===== src/rtl/tpap_pkg.sv =====
// Shared types and constants for the TLV packet attribute parser.
`timescale 1ns / 1ps
`default_nettype none
package tpap_pkg;

    // Default width of the byte position counter
    localparam int OFFSET_BITS_DEF = 16;

    // Configuration register indexes
    localparam int CFG_IDX_W = 3;
    localparam logic [CFG_IDX_W-1:0] CFG_SESSION = 3'd0;
    localparam logic [CFG_IDX_W-1:0] CFG_STATUS  = 3'd1;
    localparam logic [CFG_IDX_W-1:0] CFG_PAYLOAD = 3'd2;
    localparam logic [CFG_IDX_W-1:0] CFG_SIZE    = 3'd3;
    localparam logic [CFG_IDX_W-1:0] CFG_NAME    = 3'd4;

    // Reset values of the type codes
    localparam logic [7:0] RST_SESSION = 8'd1;
    localparam logic [7:0] RST_STATUS  = 8'd2;
    localparam logic [7:0] RST_PAYLOAD = 8'd3;
    localparam logic [7:0] RST_SIZE    = 8'd4;
    localparam logic [7:0] RST_NAME    = 8'd5;

    // Minimum value lengths for the code and size attributes
    localparam logic [15:0] CODE_LEN_MIN = 16'd1;
    localparam logic [15:0] SIZE_LEN_MIN = 16'd4;

    // Number of value bytes folded into the size word
    localparam logic [2:0] SIZE_BYTES = 3'd4;

    // Packed widths on the stream ports
    localparam int RES_TDATA_W = 120;

    // Attribute type codes from the configuration registers
    typedef struct packed {
        logic [7:0] session_code;
        logic [7:0] status_code;
        logic [7:0] payload_code;
        logic [7:0] size_code;
        logic [7:0] name_code;
    } t_codes;

    // One packet summary
    typedef struct packed {
        logic        truncated;
        logic [31:0] size_value;
        logic [7:0]  status_value;
        logic [15:0] payload_length;
        logic [15:0] payload_offset;
        logic [15:0] name_offset;
        logic [15:0] session_offset;
        logic [7:0]  packet_type;
        logic [7:0]  version;
    } t_result;

endpackage
`default_nettype wire


===== src/rtl/tlv_packet_attribute_parser.sv =====
// Top level of the TLV packet attribute parser.
`timescale 1ns / 1ps
`default_nettype none
// Takes one packet byte per transfer on the slave stream, tlast on the
// packet's last byte, and sends one summary transfer per packet on the
// master stream once that summary is registered. The combinational parse
// state update handles each byte, so a byte can be taken every cycle; the
// result register plus one skid entry let the input keep flowing while a
// summary waits, and input stalls only when both hold a summary. Attribute
// type codes come from five 8-bit registers on the plain write port; the
// user must write them only while idle, which the block does not enforce.
module tlv_packet_attribute_parser #(
    parameter int OFFSET_BITS = tpap_pkg::OFFSET_BITS_DEF
) (
    input  wire                                i_clk,
    input  wire                                i_rst_n,
    // slave stream
    input  wire                                i_s_tvalid,
    output logic                               o_s_tready,
    input  wire  [7:0]                         i_s_tdata,  // [7:0] packet_byte
    input  wire                                i_s_tlast,  // final_byte
    // master stream
    output logic                               o_m_tvalid,
    input  wire                                i_m_tready,
    // [7:0] version, [15:8] packet_type, [31:16] session_offset,
    // [47:32] name_offset, [63:48] payload_offset, [79:64] payload_length,
    // [87:80] status_value, [119:88] size_value
    output logic [tpap_pkg::RES_TDATA_W-1:0]   o_m_tdata,
    output logic [0:0]                         o_m_tuser,  // [0] truncated
    // configuration writes
    input  wire                                i_cfg_we,
    input  wire  [tpap_pkg::CFG_IDX_W-1:0]     i_cfg_idx,
    input  wire  [7:0]                         i_cfg_wdata
);
    import tpap_pkg::*;

    t_codes  r_codes;
    logic    w_in_xfer;
    logic    w_res_valid;
    t_result w_res;
    t_result w_out;
    logic    w_space;

    // Type code registers
    always_ff @(posedge i_clk) begin
        if (!i_rst_n) begin
            r_codes.session_code <= RST_SESSION;
            r_codes.status_code  <= RST_STATUS;
            r_codes.payload_code <= RST_PAYLOAD;
            r_codes.size_code    <= RST_SIZE;
            r_codes.name_code    <= RST_NAME;
        end else if (i_cfg_we) begin
            unique case (i_cfg_idx)
                CFG_SESSION: r_codes.session_code <= i_cfg_wdata;
                CFG_STATUS:  r_codes.status_code  <= i_cfg_wdata;
                CFG_PAYLOAD: r_codes.payload_code <= i_cfg_wdata;
                CFG_SIZE:    r_codes.size_code    <= i_cfg_wdata;
                CFG_NAME:    r_codes.name_code    <= i_cfg_wdata;
                default:     r_codes              <= r_codes;
            endcase
        end
    end

    assign o_s_tready = w_space;
    assign w_in_xfer  = i_s_tvalid && w_space;

    tpap_parser #(
        .OFFSET_BITS (OFFSET_BITS)
    ) u_parser (
        .i_clk       (i_clk),
        .i_rst_n     (i_rst_n),
        .i_valid     (w_in_xfer),
        .i_byte      (i_s_tdata),
        .i_final     (i_s_tlast),
        .i_codes     (r_codes),
        .o_res_valid (w_res_valid),
        .o_res       (w_res)
    );

    tpap_out_buf u_out_buf (
        .i_clk   (i_clk),
        .i_rst_n (i_rst_n),
        .i_push  (w_res_valid),
        .i_res   (w_res),
        .o_space (w_space),
        .o_valid (o_m_tvalid),
        .i_ready (i_m_tready),
        .o_res   (w_out)
    );

    // Pack the summary fields, version in the lowest bits
    assign o_m_tdata = {w_out.size_value, w_out.status_value, w_out.payload_length,
                        w_out.payload_offset, w_out.name_offset, w_out.session_offset,
                        w_out.packet_type, w_out.version};
    assign o_m_tuser = w_out.truncated;

endmodule
`default_nettype wire


===== src/rtl/tpap_parser.sv =====
// Per-byte parse state and attribute capture for one packet.
`timescale 1ns / 1ps
`default_nettype none
module tpap_parser #(
    parameter int OFFSET_BITS = tpap_pkg::OFFSET_BITS_DEF
) (
    input  wire                     i_clk,
    input  wire                     i_rst_n,
    input  wire                     i_valid,
    input  wire  [7:0]              i_byte,
    input  wire                     i_final,
    input  wire  tpap_pkg::t_codes  i_codes,
    output logic                    o_res_valid,
    output tpap_pkg::t_result       o_res
);
    import tpap_pkg::*;

    // Position counter is widened to at least 16 bits for offset math
    localparam int PW = (OFFSET_BITS > 16) ? OFFSET_BITS : 16;

    typedef enum logic [5:0] {
        PH_VERSION = 6'b000001,
        PH_PTYPE   = 6'b000010,
        PH_ATYPE   = 6'b000100,
        PH_LENHI   = 6'b001000,
        PH_LENLO   = 6'b010000,
        PH_VALUE   = 6'b100000
    } t_phase;

    t_phase                 r_phase, n_phase;
    logic [OFFSET_BITS-1:0] r_pos, n_pos;
    logic [7:0]             r_type, n_type;
    logic [15:0]            r_len, n_len;
    logic [15:0]            r_rem, n_rem;
    logic [2:0]             r_vi, n_vi;
    logic [31:0]            r_sa, n_sa;
    logic                   r_stopped, n_stopped;
    t_result                r_held, n_held;

    logic                   w_pos_max;
    logic [PW-1:0]          w_pos_ext;
    logic [15:0]            w_pos16;
    logic                   w_take;
    logic [15:0]            w_start;

    assign w_pos_max = &r_pos;
    assign w_pos_ext = PW'(r_pos);
    assign w_pos16   = w_pos_ext[15:0];

    // Next parse state for the byte on the input
    always_comb begin
        n_phase   = r_phase;
        n_pos     = r_pos;
        n_type    = r_type;
        n_len     = r_len;
        n_rem     = r_rem;
        n_vi      = r_vi;
        n_sa      = r_sa;
        n_stopped = r_stopped;
        n_held    = r_held;
        w_take    = 1'b0;
        w_start   = 16'd0;

        if (!r_stopped) begin
            if (!(r_phase == PH_VERSION || r_phase == PH_PTYPE) && w_pos_max) begin
                // attribute byte at the saturated position
                n_stopped        = 1'b1;
                n_held.truncated = 1'b1;
            end else begin
                unique case (r_phase)
                    PH_VERSION: begin
                        n_held.version = i_byte;
                        n_phase        = PH_PTYPE;
                    end
                    PH_PTYPE: begin
                        n_held.packet_type = i_byte;
                        n_phase            = PH_ATYPE;
                    end
                    PH_ATYPE: begin
                        n_type  = i_byte;
                        n_phase = PH_LENHI;
                        if (i_final) begin
                            n_stopped        = 1'b1;
                            n_held.truncated = 1'b1;
                        end
                    end
                    PH_LENHI: begin
                        n_len   = {i_byte, 8'h00};
                        n_phase = PH_LENLO;
                        if (i_final) begin
                            n_stopped        = 1'b1;
                            n_held.truncated = 1'b1;
                        end
                    end
                    PH_LENLO: begin
                        n_len = {r_len[15:8], i_byte};
                        n_rem = {r_len[15:8], i_byte};
                        n_vi  = 3'd0;
                        n_sa  = 32'd0;
                        if ({r_len[15:8], i_byte} == 16'd0) begin
                            // empty value: offset is just past the header
                            w_take  = 1'b1;
                            w_start = w_pos16 + 16'd1;
                            n_phase = PH_ATYPE;
                        end else if (i_final) begin
                            n_stopped        = 1'b1;
                            n_held.truncated = 1'b1;
                        end else begin
                            n_phase = PH_VALUE;
                        end
                    end
                    PH_VALUE: begin
                        if (r_vi < SIZE_BYTES) begin
                            n_sa = {r_sa[23:0], i_byte};
                            n_vi = r_vi + 3'd1;
                        end
                        n_rem = r_rem - 16'd1;
                        if (r_rem == 16'd1) begin
                            w_take  = 1'b1;
                            w_start = w_pos16 + 16'd1 - r_len;
                            n_phase = PH_ATYPE;
                        end else if (i_final) begin
                            n_stopped        = 1'b1;
                            n_held.truncated = 1'b1;
                        end
                    end
                    default: begin
                        n_phase = PH_VERSION;
                    end
                endcase
            end
        end

        // Record a complete attribute; every matching code applies
        if (w_take) begin
            if (r_type == i_codes.session_code) begin
                n_held.session_offset = w_start;
            end
            if (r_type == i_codes.name_code) begin
                n_held.name_offset = w_start;
            end
            if (r_type == i_codes.payload_code) begin
                n_held.payload_offset = w_start;
                n_held.payload_length = n_len;
            end
            if (r_type == i_codes.status_code && n_len >= CODE_LEN_MIN) begin
                // first value byte sits at the top of the filled part of the shifted word
                unique case (n_vi)
                    3'd1:    n_held.status_value = n_sa[7:0];
                    3'd2:    n_held.status_value = n_sa[15:8];
                    3'd3:    n_held.status_value = n_sa[23:16];
                    3'd4:    n_held.status_value = n_sa[31:24];
                    default: n_held.status_value = r_held.status_value;
                endcase
            end
            if (r_type == i_codes.size_code && n_len >= SIZE_LEN_MIN) begin
                n_held.size_value = n_sa;
            end
        end

        // Saturating byte position
        if (!w_pos_max) begin
            n_pos = r_pos + 1'b1;
        end
    end

    // Summary leaves on the final byte
    assign o_res_valid = i_valid && i_final;
    assign o_res       = n_held;

    // State registers; the final byte starts a new packet
    always_ff @(posedge i_clk) begin
        if (!i_rst_n || (i_valid && i_final)) begin
            r_phase   <= PH_VERSION;
            r_pos     <= '0;
            r_type    <= 8'd0;
            r_len     <= 16'd0;
            r_rem     <= 16'd0;
            r_vi      <= 3'd0;
            r_sa      <= 32'd0;
            r_stopped <= 1'b0;
            r_held    <= '0;
        end else if (i_valid) begin
            r_phase   <= n_phase;
            r_pos     <= n_pos;
            r_type    <= n_type;
            r_len     <= n_len;
            r_rem     <= n_rem;
            r_vi      <= n_vi;
            r_sa      <= n_sa;
            r_stopped <= n_stopped;
            r_held    <= n_held;
        end
    end

endmodule
`default_nettype wire


===== src/rtl/tpap_out_buf.sv =====
// Result register with a skid entry toward the output stream.
`timescale 1ns / 1ps
`default_nettype none
module tpap_out_buf (
    input  wire                 i_clk,
    input  wire                 i_rst_n,
    input  wire                 i_push,
    input  wire tpap_pkg::t_result i_res,
    output logic                o_space,
    output logic                o_valid,
    input  wire                 i_ready,
    output tpap_pkg::t_result   o_res
);
    import tpap_pkg::*;

    logic    r_main_vld, n_main_vld;
    logic    r_skid_vld, n_skid_vld;
    t_result r_main, n_main;
    t_result r_skid, n_skid;
    logic    w_pop;
    logic    w_main_free;

    assign w_pop       = r_main_vld && i_ready;
    assign w_main_free = !r_main_vld || w_pop;

    // Main entry refills from the skid first, then from a new result
    always_comb begin
        n_main_vld = r_main_vld;
        n_skid_vld = r_skid_vld;
        n_main     = r_main;
        n_skid     = r_skid;
        if (w_main_free) begin
            if (r_skid_vld) begin
                n_main     = r_skid;
                n_main_vld = 1'b1;
                n_skid     = i_res;
                n_skid_vld = i_push;
            end else begin
                n_main     = i_res;
                n_main_vld = i_push;
            end
        end else if (i_push) begin
            n_skid     = i_res;
            n_skid_vld = 1'b1;
        end
    end

    always_ff @(posedge i_clk) begin
        if (!i_rst_n) begin
            r_main_vld <= 1'b0;
            r_skid_vld <= 1'b0;
        end else begin
            r_main_vld <= n_main_vld;
            r_skid_vld <= n_skid_vld;
        end
    end

    always_ff @(posedge i_clk) begin
        r_main <= n_main;
        r_skid <= n_skid;
    end

    assign o_space = !r_skid_vld;
    assign o_valid = r_main_vld;
    assign o_res   = r_main;

endmodule
`default_nettype wire


===== config.mk =====
export PLATFORM = sky130hd
export DESIGN_NAME = tlv_packet_attribute_parser
export DESIGN_NICKNAME = d
export VERILOG_FILES = /design/src/rtl/tpap_pkg.sv /design/src/rtl/tlv_packet_attribute_parser.sv /design/src/rtl/tpap_parser.sv /design/src/rtl/tpap_out_buf.sv
export SDC_FILE = /design/constraint.sdc
export NUM_CORES = 1
export LEC_CHECK = 0
export BUFFER_PORTS_ARGS = -buffer_cell sky130_fd_sc_hd__buf_2
export CORE_ASPECT_RATIO = 1.2
export CORE_MARGIN = 3
export CORE_UTILIZATION = 40
export CTS_BUF_LIST = sky130_fd_sc_hd__clkbuf_8
export DETAILED_ROUTE_END_ITERATION = 8
export GPL_TIMING_DRIVEN = 0
export SLEW_MARGIN = 25
export SYNTH_ARGS = -nofsm -noshare
export SYNTH_HDL_FRONTEND = slang
export SYNTH_SLANG_ARGS = --single-unit

===== constraint.sdc =====
create_clock -name i_clk -period 16.9 [get_ports i_clk]
set_input_delay 0.845 -clock i_clk [delete_from_list [all_inputs] [get_ports i_clk]]
set_output_delay 0.845 -clock i_clk [all_outputs]
set_load 0.02 [all_outputs]

-- After elaboration in Yosys (flattened, before gate mapping)
Index checks and enable logic that the tools add are counted.
Widths: inputs -> output; s select.
- $add $sub $neg: 4
- multiply operators: 0
- divide/modulo/power cells: 0
- order comparisons: 3
- eq/ne operators: 23
- shift operators: 0
- multiplexer cells: 57
- bitwise logic cells: 3
- reduce and logical (&&, ||, !) cells: 29
- operators by type and width (cell ; count):
    $mux 121 ; 4
    $mux 16 ; 10
    $mux 32 ; 5
    $mux 104 ; 1
    $pmux 16 s2 ; 3
    $pmux 32 s2 ; 1
    $eq 8x8->1 ; 5
    $pmux 6 s6 ; 1
    $pmux 8 s4 ; 1
    $mux 8 ; 3
    $mux 1 ; 18
    $mux 6 ; 3
    $add 16x1->16 const B ; 1
    $eq 16x1->1 const B ; 1
    $ge 16x1->1 const B ; 1
    $ge 16x3->1 const B ; 1
    $logic_not 16->1 ; 1
    $reduce_and 16->1 ; 1
    $sub 16x1->16 const B ; 1
    $sub 16x16->16 ; 1
    $reduce_and 2->1 ; 7
    $eq 3x2->1 const B ; 4
    $mux 3 ; 3
    $reduce_and 4->1 ; 2
    other kinds (23) ; 40
- register bits: 503
- bits in latches: 0
- memory bits (writable): 0
- memory bits (read-only): 0
- input bits: 25
- output and inout bits: 123
- logic and storage cells: 161
- memories kept: 0

-- Depth between registers and ports, before layout
Gate-level depths: netlist of the first run.
- depth after elaboration: 12
- gate-level depth with buffers: 15
- depth with buffers taken out: 14

-- Hierarchy
From an unflattened synthesis of the first run, not the netlist that was laid out.
- cell total of the unflattened synthesis: 2096
- area total of the unflattened synthesis: 23221.0 µm²
- modules (own cells, without submodules) (module ; times used ; cells each ; area each (µm²) ; seq. area each (µm²)):
    tpap_parser ; 1 ; 1561 ; 12635.9 ; 4384.2
    tpap_out_buf ; 1 ; 387 ; 9047.4 ; 7307.0
    tlv_packet_attribute_parser ; 1 ; 148 ; 1537.7 ; 800.8

-- Least setup slack after synthesis of the first run
No wires, ideal clock.
- kind: input -> register
- from: input i_m_tready
- to: register u_out_buf.r_skid[0] (netlist name), enable pin
- setup time: 1.706 ns
- arrival time: 11.774 ns
- data required time: 15.194 ns
- slack: 3.420 ns
- cell stages on the path: 2
- path buffers: 0
- cells stage by stage: nand2b_1 > o21ai_0
- cells in the longest elaborated chain, start to end: 4
- elaborated cells on any way between the ends: 5
- those cells by class: eq/ne (1); reduce/logical (4)
- ends and longest elaborated chain (element ; RTL line ; source):
    start, declared ; tlv_packet_attribute_parser.sv:24 ; input wire i_m_tready,
    $logic_and 1x1->1 * ; tpap_out_buf.sv:23 ; assign w_pop = r_main_vld && i_ready;
    $logic_or 1x1->1 * ; tpap_out_buf.sv:24 ; assign w_main_free = !r_main_vld || w_pop;
    $ne 2x1->1 (no source line) / $reduce_bool 2->1 (equally long branches) ; - ;
    $reduce_and 2->1 (no source line) * ; - ;
    end signal, assigned ; tpap_out_buf.sv:60 ; r_skid <= n_skid;
    end, declared ; tpap_out_buf.sv:19 ; t_result r_skid, n_skid;
Every way passes the cells marked *; elsewhere a longest branch is shown, timed or not.
A chain may end at the register's enable or synchronous reset.

==> summary.md, run 1 <==
| Metric | Value |
|---|---|
| Dpl cell area | `24,800 sq um` |
| WP data required | `17.32 ns` |
| Routed Antenna Nets | `0` |
| Die Y | `between 200 and 300 um` |
| Root Buffer | `clkbuf_8` |
| Share of the synthesized area in the top cell type | `0.318` |
| CTS max path bufs | `3` |
| Share of layout cells above drive strength 1 | `0.167` |
| Final WL | `approximately 70,000 um` |
| Crit path time final | `between 4 and 5 ns` |
| DRC violations left | `0` |
| Worst-skew pair later-pin latency | `approximately 0.7 ns` |
| Syn nets | `about 2,300` |
| Max-cap viol count | `0` |
| Pwr Total | `2.57 mW` |
| Startpoint Class | `register` |
| Hold Fails Final Rpt | `0` |
| Vias in the first global route | `17,800` |
| GRT Residual Overflow | `0` |
| Htree depth | `3` |
| Max-slew headroom | `0.267` |
| Critical Path End Type | `register` |
| Hold Crit Class | `register to register` |
| Seq/Total Area, Yosys | `0.547` |
| Pwr/cell area | `97.5 nW/um^2` |
| Core area | `between 50,000 and 60,000 sq um` |
| Fin cells | `about 3,300` |
| CTS-repair resized insts | `0` |
| CTS Hold Bufs | `0` |
| Largest family of logic cells by synthesized area | `simple AND/OR/NAND/NOR gates` |
| Fill cell count | `between 5,000 and 6,000` |
| Post-CTS setup buffer count | `0` |
| CTS buffer count | `82` |
| Mux cell area share after synthesis | `0.0814` |
| Synthesized area per cell | `between 10 and 15 sq um` |
| Die W | `~220 um` |
| Vias per cell | `~5.6` |
| RSZ-0062 raised after global routing | `false` |
| Post-synthesis xor/xnor area fraction | `0.0287` |
| Post-route setup TNS | `0 ns` |
| Post-synth EDFFs | `242` |
| Worst-path fanout max | `6` |
| Port Buffers | `143` |
| Die area | `~60,000 sq um` |
| Hold Slack | `0.454 ns` |
| Drt first pass iters | `6` |
| Yosys reg bits | `503` |
| Post-Synth Adder-Cell Area | `0.0113` |
| Syn Inst Count | `~2,300` |
| Post-placement cell count | `3,134` |
| Worst Path Arrival | `a little over 5 ns` |
| Fmax | `around 210 MHz` |
| Area grow syn2layout | `15.5%` |
| Synth Area in Compound Gates | `0.148` |
| Largest net degree at the start of global routing | `55` |
| Total number of vias | `18,300` |
| First-pass GRT wire length | `106,000 um` |
| DRT iter0 DRCs | `1,578` |
| Final setup viols | `0` |
| Initial core utilization | `0.406` |
| Synth unique cells | `74` |
| Ys flop type | `dfxtp_1` |
| Synth area leader | `edfxtp_1` |
| FP Rows | `95` |
| Initial antenna violation count | `6` |
| Io pins | `148` |
| Hpwl dp | `approximately 51,000 um` |
| Final Cycle Share | `0.281` |
| Slew @ Worst Pin | `1.10 ns` |
| TritonCTS clock tree | `yes` |
| Tot GR Track Use | `0.231` |
| Finished Cell Area | `26,400 sq um` |
| Worst VDD drop | `between 0.04 and 0.05 mV` |
| CTS Sinks | `503` |
| Top cells by area, synth | `edfxtp_1 (32%), dfxtp_1 (23%), mux2_2 (5.4%), nand2_1 (5.0%), nor2_1 (4.3%)` |
| Post-synthesis simple-gate area fraction | `0.149` |
| Pins Over Slew Limit | `0` |
| Kind of critical path | `register to register` |
| Avg WL per Cell | `21.5 um` |
| Worst-path clk slew | `0.06 ns` |
| Nets | `~2,500` |
| Pleak | `10.1 nW` |
| Total of warnings raised by yosys | `0` |
| Post-synthesis cell area | `22,900 sq um` |
| Routability Congestion | `~0.95` |
| Status | `finished, final reports clean` |
| Post-synthesis async set-or-reset flop share | `0` |
| Clock skew | `roughly 0.056 ns` |
## cell usage after synthesis, drive strengths merged (4+ instances only)
cell type and count:
a211oi 82, a21boi 34, a21oi 88, a22o 21, a22oi 61, a31oi 6
and2 7, and3 16, and4 4, buf 26, clkbuf 129, dfxtp 261
edfxtp 242, ha 19, inv 41, mux2 118, mux2i 50, nand2 303
nand2b 9, nand3 57, nand4 16, nor2 262, nor2b 7, nor3 60
nor4 9, o211a 7, o211ai 4, o21a 13, o21ai 138, o221ai 8
o311ai 17, o31ai 5, or2 9, or3 18, xnor2 45, xor2 30
## flip-flops by register name, summed over array words and instances (netlist names)
register	count
r_codes	40
u_out_buf.o_res	121
u_out_buf.o_valid	1
u_out_buf.r_skid	121
u_out_buf.r_skid_vld	1
u_parser.r_held	121
u_parser.r_len	16
u_parser.r_phase	6
u_parser.r_pos	16
u_parser.r_rem	16
u_parser.r_sa	32
u_parser.r_stopped	1
u_parser.r_type	8
u_parser.r_vi	3
## per-stage QoR
stage | util | worst slack (ns)
final | 0.470 | 12.15
after global routing | 0.470 | 11.95
after CTS | 0.469 | 12.24
after detailed placement | 0.440 | 12.13
after global placement | 0.435 | -4.87
after floorplan | - | 3.42
## report_power, final
part | total, mW | switching, mW | internal [mW]
logic | 0.187 | 0.129 | 0.0584
clock network | 1.06 | 0.501 | 0.560
registers | 1.33 | 0.0161 | 1.31
## cells by family (layout without fill, tap and decap cells)
group,count (synthesis),after routing
xor gates and xnor gates,75,75
and+or+nand+nor,784,784
adders and majority gates,20,20
buffers and inverters,196,502
DFF,503,503
AOI/OAI and AO/OA,507,507
muxes,168,168
other,0,1
## final cells by class
class | instances | area, sq um | share of cell area
Antenna cell | 1 | 2.50 | 0.0000948
Buffer | 155 | 644 | 0.0244
Clock buffer | 94 | 1290 | 0.0490
Clock inverter | 58 | 350 | 0.0133
Inverter | 41 | 154 | 0.00583
Multi-Input combinational cell | 1554 | 9590 | 0.363
Sequential cell | 503 | 12500 | 0.473
Tap cell | 727 | 910 | 0.0345
Timing Repair Buffer | 154 | 957 | 0.0363
## path summary, 6_finish.rpt
path                                    startpoint                          endpoint  slack, ns  depth (start not counted)
hold / removal    u_parser.r_held[74]$_SDFFE_PP0P_  u_parser.r_held[74]$_SDFFE_PP0P_       0.45                          2
setup / recovery    u_parser.r_pos[0]$_SDFFE_PP0P_     u_out_buf.o_res[62]$_DFFE_PN_      12.15                         14
hold reg to reg   u_parser.r_held[74]$_SDFFE_PP0P_  u_parser.r_held[74]$_SDFFE_PP0P_       0.45                          2
setup reg to reg    u_parser.r_pos[0]$_SDFFE_PP0P_     u_out_buf.o_res[62]$_DFFE_PN_      12.15                         14
## per-layer routing
layer	GRT usage	wire, um	vias to the layer above
met5	0	48	-
met4	0.102	2900	6
met3	0.0462	4350	176
met2	0.390	34000	614
met1	0.288	29300	8858
li1	-	-	8605
## cells in the final DEF (no fill, tap or decap), types with 50 or more instances in the layout
| cell type | netlist | routed |
|---|---|---|
| a211oi_1 | 82 | 82 |
| a21oi_1 | 87 | 87 |
| a22oi_1 | 58 | 58 |
| buf_2 | 11 | 154 |
| clkbuf_1 | 129 | 129 |
| clkbuf_8 | 0 | 94 |
| dfxtp_1 | 261 | 261 |
| edfxtp_1 | 242 | 242 |
| inv_1 | 40 | 70 |
| mux2_2 | 110 | 110 |
| mux2i_1 | 50 | 50 |
| nand2_1 | 303 | 303 |
| nand3_1 | 57 | 57 |
| nor2_1 | 259 | 259 |
| nor3_1 | 59 | 58 |
| o21ai_0 | 122 | 120 |
## worst max-delay path: stages (launching register included)
cell      delay, ns
dfxtp_1        0.46
ha_1           0.25
nand3_1        0.21
nor2_1         0.28
xor2_1         0.27
ha_1           0.31
nor2_1         0.09
or2_2          0.32
a211oi_1       0.32
nor3_1         0.14
o31ai_1        0.34
xor2_1         0.11
a22oi_1        0.75
a21oi_1        0.32
mux2_2         0.35
No activity file was read; power rests on OpenSTA's default activity.
==> run 2: changes to the inputs <==
--- a/config.mk
+++ b/config.mk
@@ -5,6 +5,7 @@
 export SDC_FILE = /design/constraint.sdc
 export NUM_CORES = 1
 export LEC_CHECK = 0
+export ABC_AREA = 1
 export BUFFER_PORTS_ARGS = -buffer_cell sky130_fd_sc_hd__buf_2
 export CORE_ASPECT_RATIO = 1.2
 export CORE_MARGIN = 3
==> constraint.sdc (replaced) <==
create_clock -name i_clk -period 4.4 [get_ports i_clk]
set_input_delay 0.22 -clock i_clk [delete_from_list [all_inputs] [get_ports i_clk]]
set_output_delay 0.22 -clock i_clk [all_outputs]
set_load 0.02 [all_outputs]
==> run 2 against run 1 <==
Against the previous run: die area grew 4.5%; worst setup slack lost 12 ns; critical path type unchanged; highest routed layer is now met4; total power rose to 4.1 times the previous value; non-clock buffer count up 24.
==> summary.md, run 2 <==
| Metric | Value |
|---|---|
| Status | `finished, final reports clean` |
| Final setup viols | `0 (unchanged)` |
| CTS-repair resized insts | `0 (unchanged)` |
| Ys flop type | `dfxtp_1` |
| Clock skew | `0.0371 ns (-0.0186 ns)` |
| Post-route setup TNS | `0 ns (unchanged)` |
| WP data required | `4.87 ns (-12.45 ns)` |
| DRC violations left | `0 (unchanged)` |
| Finished Cell Area | `27,800 sq um (+5.2%)` |
| Worst-path fanout max | `6 (unchanged)` |
| Kind of critical path | `register to register` |
| Crit path buf inv count | `2 (+2)` |
| Critical Path End Type | `register` |
| Pins Over Slew Limit | `0 (unchanged)` |
| Pleak | `13.2 nW (+31%)` |
| Tot GR Track Use | `0.223 (-0.00802)` |
| Slowest stage delay, CP | `0.43 ns (-0.32 ns)` |
| CP cell instances | `nand2_1, nor2_1, nand3_1, nor2_1, nand2_1, nor2_1, xor2_1, inv_1, ha_1, a21oi_1, a21boi_0, nand3_1, nand2_1, inv_1, o21ai_0, nand3_1, o21ai_0, nand3_1, a31oi_1` |
| Vias in the first global route | `19,500 (+9.6%)` |
| Hold Fails Final Rpt | `0 (unchanged)` |
| Fmax | `259 MHz (+23%)` |
| Commonest non-fill, non-tap cell in the layout | `nand2_1` |
| Worst-path clk slew | `0.07 ns (about the same)` |
| Worst-skew pair later-pin latency | `0.69 ns (about the same)` |
| Synth area leader | `edfxtp_1` |
| Initial core utilization | `0.407 (+0.000718)` |
| Post-CTS setup buffer count | `0 (unchanged)` |
| Worst path slowest cell | `dfxtp_1` |
| Root Buffer | `clkbuf_8` |
| Die Y | `274 um (+2.3%)` |
| Synth unique cells | `47 (-36%)` |
| Share of the synthesized area in the top cell type | `0.304 (-0.0142)` |
| Core area | `58,700 sq um (+4.5%)` |
| Pwr Total | `10.7 mW (+310%)` |
| Final Cycle Share | `0.879 (+0.597)` |
| DRT iter0 DRCs | `1,738 (+10%)` |
| Routability Congestion | `0.963 (+0.91%)` |
| Syn nets | `3,109 (+35%)` |
| Port Buffers | `147 (+2.8%)` |
| Avg WL per Cell | `16.9 um (-21%)` |
| CTS buffer count | `84 (+2.4%)` |
| Most frequent cell after synthesis | `nand2_1` |
| FP Rows | `97 (+2.1%)` |
| Post-synthesis async set-or-reset flop share | `0 (unchanged)` |
| Final WL | `71,000 um (+0.53%)` |
| Synth top cells by count | `nand2_1 (806), inv_1 (358), o21ai_0 (336)` |
| Max-cap viol count | `0 (unchanged)` |
| Pwr/cell area | `384 nW/um^2 (+290%)` |
| RSZ-0062 raised after global routing | `false` |
| Die W | `229 um (+2.2%)` |
| Worst VDD drop | `0.190 mV (+280%)` |
| Crit path time final | `3.87 ns (-0.888 ns)` |
| Startpoint Class | `register` |
| Fin worst setup slack | `0.533 ns (-11.61 ns)` |
| Most frequent cells in the layout | `nand2_1 (806), inv_1 (383), o21ai_0 (335)` |
| Hold Crit Class | `primary input to register` |
| Initial antenna violation count | `3 (-3)` |
| Post-synthesis cell area | `23,900 sq um (+4.7%)` |
| Vias per cell | `5.00 (-10%)` |
| Seq/Total Area, Yosys | `0.522 (-0.0244)` |
| Largest net degree at the start of global routing | `63 (+15%)` |
| Synthesized area per cell | `7.81 sq um (-23%)` |
| Dpl cell area | `25,900 sq um (+4.5%)` |
| Yosys reg bits | `503 (unchanged)` |
| Hpwl dp | `52,000 um (+1.2%)` |
| TritonCTS clock tree | `yes` |
| CTS Sinks | `503 (unchanged)` |
| CP delay by family, top | `simple AND/OR/NAND/NOR gates` |
| Worst Path Arrival | `4.34 ns (-0.84 ns)` |
| Post-synth EDFFs | `242 (unchanged)` |
| CTS max path bufs | `3 (unchanged)` |
| First-pass GRT wire length | `110,000 um (+3.4%)` |
| Htree depth | `3 (unchanged)` |
| Slew @ Worst Pin | `1.08 ns (-0.0234 ns)` |
| Fill cell count | `5,886 (+9.5%)` |
| Share of layout cells above drive strength 1 | `0.0957 (-0.0716)` |
| Syn Inst Count | `3,064 (+36%)` |
| Nets | `3,372 (+33%)` |
| Io pins | `148 (unchanged)` |
| Most frequent CP cell | `nand3_1` |
| CTS Hold Bufs | `23 (+23)` |
| Top cells by area, synth | `edfxtp_1 (30%), dfxtp_1 (22%), nand2_1 (13%), o21ai_0 (7.0%), inv_1 (5.6%)` |
| Die area | `62,800 sq um (+4.5%)` |
| Pre-CTS WS | `0.627 ns (-11.50 ns)` |
| Total of warnings raised by yosys | `0 (unchanged)` |
| Total number of vias | `21,000 (+15%)` |
| GRT Residual Overflow | `0 (unchanged)` |
| Area grow syn2layout | `16.1%` |
| Drt first pass iters | `6 (unchanged)` |
| Max-slew headroom | `0.283 (+0.0156)` |
| Routed Antenna Nets | `0 (unchanged)` |
[run 2: cell types whose count changed after synthesis, moves of 51 or more]
| cell | before | now |
|---|---|---|
| nand2_1 | 303 | 806 |
| inv_1 | 40 | 358 |
| a22oi_1 | 58 | 0 |
| o21ai_0 | 122 | 336 |
| mux2_2 | 110 | 0 |
| nor2_1 | 259 | 328 |
| nor3_1 | 59 | 8 |
| nand3_1 | 57 | 190 |
| a21oi_1 | 87 | 158 |
| a211oi_1 | 82 | 6 |
[run 2: cell families after synthesis]
group / Yosys count / synth area share
DFF: 503 / 0.522
adders and majority gates: 20 / 0.0108
AOI/OAI and AO/OA: 558 / 0.121
and+or+nand+nor: 1405 / 0.242
buffers and inverters: 522 / 0.0842
xor gates and xnor gates: 56 / 0.0205
[run 2: final timing paths]
check                                 start                       endpoint  slack [ns]  cells past startpoint
min                                i_cfg_we        r_codes[4]$_SDFFE_PN0P_        0.06                      3
max reg2reg  u_parser.r_pos[0]$_SDFFE_PP0P_  u_out_buf.o_res[30]$_DFFE_PN_        0.53                     19
min reg2reg         r_codes[4]$_SDFFE_PN0P_        r_codes[4]$_SDFFE_PN0P_        0.47                      2
max          u_parser.r_pos[0]$_SDFFE_PP0P_  u_out_buf.o_res[30]$_DFFE_PN_        0.53                     19
[run 2: worst reg2reg max path, stage by stage, from the launching register on]
cell and delay [ns]:
dfxtp_1 0.43, nand2_1 0.08, nor2_1 0.15, nand3_1 0.14, nor2_1 0.16, nand2_1 0.10
nor2_1 0.18, xor2_1 0.28, inv_1 0.11, ha_1 0.38, a21oi_1 0.14, a21boi_0 0.23
nand3_1 0.17, nand2_1 0.11, inv_1 0.04, o21ai_0 0.13, nand3_1 0.09, o21ai_0 0.25
nand3_1 0.21, a31oi_1 0.29
[run 2: report_power, final]
group | total (mW) | leakage (nW) | switching (mW) | internal [mW]
logic | 1.26 | 7.61 | 0.886 | 0.377
clock network | 4.14 | 0.949 | 1.96 | 2.18
registers | 5.25 | 4.65 | 0.0956 | 5.15
[run 2: metal layers]
metal  up-vias  track usage  part of all wire
met5         -            0                 0
met4         0        0.101             0.037
met3       143       0.0377             0.062
met2       673        0.370              0.47
met1      9652        0.285              0.43
li1      10500            -                 -
[run 2: final cells by class]
class	instances	area [sq um]	area share
inverters	366	1380	0.0497
repair buffers	177	1160	0.0417
well taps	792	991	0.0357
multi-input cells	2039	9430	0.339
flip-flops and latches	503	12500	0.450
plain buffers	156	639	0.0230
clock buffers	96	1320	0.0476
diodes	6	15.0	0.000541
clock inverters	60	347	0.0125
[run 2: per-stage QoR]
stage | hold WS, ns | instances | utilization
floorplan | 0.333 | 3064 | -
CTS | 0.0312 | 4189 | 0.473
detailed placement | 0.464 | 4010 | 0.440
global route | 0.110 | 4194 | 0.473
finish | 0.0565 | 4195 | 0.473
global placement | 0.456 | 4003 | 0.437
==> run 3: changes to the inputs <==
--- a/config.mk
+++ b/config.mk
@@ -5,7 +5,6 @@
 export SDC_FILE = /design/constraint.sdc
 export NUM_CORES = 1
 export LEC_CHECK = 0
-export ABC_AREA = 1
 export BUFFER_PORTS_ARGS = -buffer_cell sky130_fd_sc_hd__buf_2
 export CORE_ASPECT_RATIO = 1.2
 export CORE_MARGIN = 3
@@ -16,4 +15,5 @@
 export SLEW_MARGIN = 25
 export SYNTH_ARGS = -nofsm -noshare
 export SYNTH_HDL_FRONTEND = slang
+export SYNTH_HIERARCHICAL = 1
 export SYNTH_SLANG_ARGS = --single-unit
==> run 3 against run 2 <==
Against the previous run: global-route usage decreased by 1.9 points; sequential power decreased by 3%; clock skew increased by 0.0046 ns; register-to-register slack got worse by 0.35 ns; design area decreased by 3.5%; critical path depth decreased by 6; die area decreased by 2.9%; largest cell class unchanged.
==> summary.md, run 3 <==
| Metric | Value |
|---|---|
| First-pass GRT wire length | `97,200 um (-11%)` |
| Area grow syn2layout | `15.4%` |
| Startpoint Class | `register` |
| Clock skew | `0.0416 ns (+0.00457 ns)` |
| Seq/Total Area, Yosys | `0.538 (+0.0157)` |
| Largest net degree at the start of global routing | `77 (+22%)` |
| Worst path slowest cell | `or4_4` |
| DRC violations left | `0 (unchanged)` |
| Synthesized area per cell | `11.1 sq um (+42%)` |
| Share of the synthesized area in the top cell type | `0.313 (+0.00915)` |
| Final setup viols | `0 (unchanged)` |
| Fill cell count | `5,269 (-10%)` |
| GRT Residual Overflow | `0 (unchanged)` |
| Initial core utilization | `0.405 (-0.00193)` |
| Worst-skew pair later-pin latency | `0.69 ns (about the same)` |
| Share of layout cells above drive strength 1 | `0.225 (+0.129)` |
| Core area | `57,300 sq um (-2.5%)` |
| Worst VDD drop | `0.246 mV (+29%)` |
| Port Buffers | `143 (-2.7%)` |
| Pleak | `10.6 nW (-20%)` |
| Fmax | `237 MHz (-8.4%)` |
| CP cell instances | `clkbuf_1, or4_4, or3b_1, buf_6, nor3_4, o21ai_1, or3_1, buf_2, buf_2, clkbuf_1, nor3_1, a21oi_1, mux2_4` |
| Worst-path fanout max | `10 (+4)` |
| Critical Path End Type | `register` |
| Fin worst setup slack | `0.180 ns (-0.353 ns)` |
| Tot GR Track Use | `0.204 (-0.0186)` |
| Drt first pass iters | `9 (+3)` |
| Initial antenna violation count | `3 (unchanged)` |
| Final WL | `63,400 um (-11%)` |
| CTS Sinks | `503 (unchanged)` |
| Post-CTS setup buffer count | `0 (unchanged)` |
| Hold Crit Class | `primary input to register` |
| Yosys reg bits | `503 (unchanged)` |
| Max-cap viol count | `0 (unchanged)` |
| Syn Inst Count | `2,096 (-32%)` |
| Die W | `226 um (-1.4%)` |
| Post-synth EDFFs | `242 (unchanged)` |
| Total number of vias | `17,100 (-18%)` |
| RSZ-0062 raised after global routing | `false` |
| Max-slew headroom | `0.255 (-0.0279)` |
| Post-synthesis cell area | `23,200 sq um (-2.9%)` |
| WP data required | `4.83 ns (-0.04 ns)` |
| Io pins | `148 (unchanged)` |
| Worst-path clk slew | `0.06 ns (about the same)` |
| Worst Path Arrival | `4.65 ns (+0.31 ns)` |
| Slew @ Worst Pin | `1.12 ns (+0.0419 ns)` |
| CTS buffer count | `82 (-2.4%)` |
| Commonest non-fill, non-tap cell in the layout | `nor2_1` |
| Nets | `2,383 (-29%)` |
| Top cells by area, synth | `edfxtp_1 (31%), dfxtp_1 (23%), mux2_2 (5.4%), mux2_4 (4.8%), nor2_1 (4.5%)` |
| Crit path time final | `4.22 ns (+0.353 ns)` |
| Status | `finished, final reports clean` |
| Root Buffer | `clkbuf_8` |
| Synth area leader | `edfxtp_1` |
| Most frequent cells in the layout | `nor2_1 (278), dfxtp_1 (260), edfxtp_1 (242)` |
| Syn nets | `2,141 (-31%)` |
| Total of warnings raised by yosys | `6 (+6)` |
| Pwr/cell area | `358 nW/um^2 (-6.7%)` |
| Pre-CTS WS | `-0.335 ns (-0.962 ns)` |
| CTS max path bufs | `3 (unchanged)` |
| Register area | `12,500 sq um (about the same)` |
| Post-synthesis async set-or-reset flop share | `0 (unchanged)` |
| Routed Antenna Nets | `0 (unchanged)` |
| Final Cycle Share | `0.959 (+0.0803)` |
| Vias per cell | `5.45 (+9.0%)` |
| Die area | `61,000 sq um (-2.9%)` |
| FP Rows | `96 (-1.0%)` |
| Hpwl dp | `45,600 um (-12%)` |
| Htree depth | `3 (unchanged)` |
| Ys flop type | `dfxtp_1` |
| Pins Over Slew Limit | `0 (unchanged)` |
| Die Y | `270 um (-1.4%)` |
| DRT iter0 DRCs | `1,528 (-12%)` |
| TritonCTS clock tree | `yes` |
| Routability Congestion | `0.906 (-5.9%)` |
| Synth top cells by count | `nor2_1 (280), dfxtp_1 (261), edfxtp_1 (242)` |
| Multi-input logic area | `9990 sq um (+6.0%)` |
| Synth unique cells | `81 (+72%)` |
| Vias in the first global route | `16,900 (-13%)` |
| Kind of critical path | `register to register` |
| Avg WL per Cell | `20.2 um (+19%)` |
| Slowest stage delay, CP | `0.55 ns (+0.12 ns)` |
| Hold Slack | `0.0710 ns (+0.0145 ns)` |
| Hold Fails Final Rpt | `0 (unchanged)` |
| Post-route setup TNS | `0 ns (unchanged)` |
| Most frequent cell after synthesis | `nor2_1` |
==> run 3: through the flow <==
step	cells	util	power, mW	area [sq um]
3_5_place_dp	2980	0.437	5.82	25000
6_report	3141	0.468	9.60	26800
5_1_grt	3140	0.468	10.0	26800
2_1_floorplan	2096	-	5.58	23200
4_1_cts	3140	0.467	9.74	26700
3_3_place_gp	2974	0.434	5.81	24900
==> run 3: layer usage <==
metal	track usage	wire length, um	part of all wire	vias to the layer above
met5	0	0	0	-
met3	0.0423	3650	0.058	130
met1	0.259	27100	0.43	8325
li1	-	-	-	8143
met2	0.334	30100	0.47	526
met4	0.0922	2590	0.041	0
==> run 3: layout make-up <==
type | instances | share of cell area
diodes | 2 | 0.000187
plain buffers | 148 | 0.0262
clock buffers | 91 | 0.0467
clock inverters | 59 | 0.0112
inverters | 43 | 0.00621
multi-input cells | 1401 | 0.373
flip-flops and latches | 503 | 0.466
well taps | 735 | 0.0343
repair buffers | 159 | 0.0366
==> run 3: final timing paths <==
path | startpoint | endpoint | slack [ns] | cells past startpoint
worst min-delay path | i_cfg_we | r_codes[9]$_SDFFE_PN0P_ | 0.07 | 3
worst min register to register | u_parser/r_held[27]$_SDFFE_PP0P_ | u_parser/r_held[27]$_SDFFE_PP0P_ | 0.46 | 2
worst max-delay path | u_parser/r_phase[0]$_SDFFE_PP1P_ | u_out_buf/o_res[63]$_DFFE_PP_ | 0.18 | 13
worst max register to register | u_parser/r_phase[0]$_SDFFE_PP1P_ | u_out_buf/o_res[63]$_DFFE_PP_ | 0.18 | 13
==> run 3: worst max-delay path: cells and delay by family, from the launching register on <==
kind	cells	cell delay, ns
AND/OR/NAND/NOR	5	1.91
buffers and inverters	5	1.12
AO/OA/AOI/OAI	2	0.36
multiplexers	1	0.30
flip-flops	1	0.29
==> run 3: kinds of logic (layout without fill, tap and decap cells) <==
group,after synthesis,in the layout,share of synthesized area
other cells,0,2,0
simple gates,617,617,0.124
mux,269,269,0.138
buf+inv,192,500,0.0374
fa+ha+maj,20,20,0.0111
compound gates,418,418,0.122
xor+xnor,77,77,0.0297
flops,503,503,0.538
==> run 3: report_power, final <==
part | total, mW | switching (mW) | internal, mW
clock | 3.86 | 1.89 | 1.97
sequential | 5.08 | 0.0533 | 5.02
combinational | 0.663 | 0.441 | 0.222
==> run 3: what timing repair did <==
item | CTS | global route
hold buffers | 10 | 0
gates resized for setup | 7 | 14
setup endpoints to repair | 60 | 57
hold endpoints to repair | 42 | 0
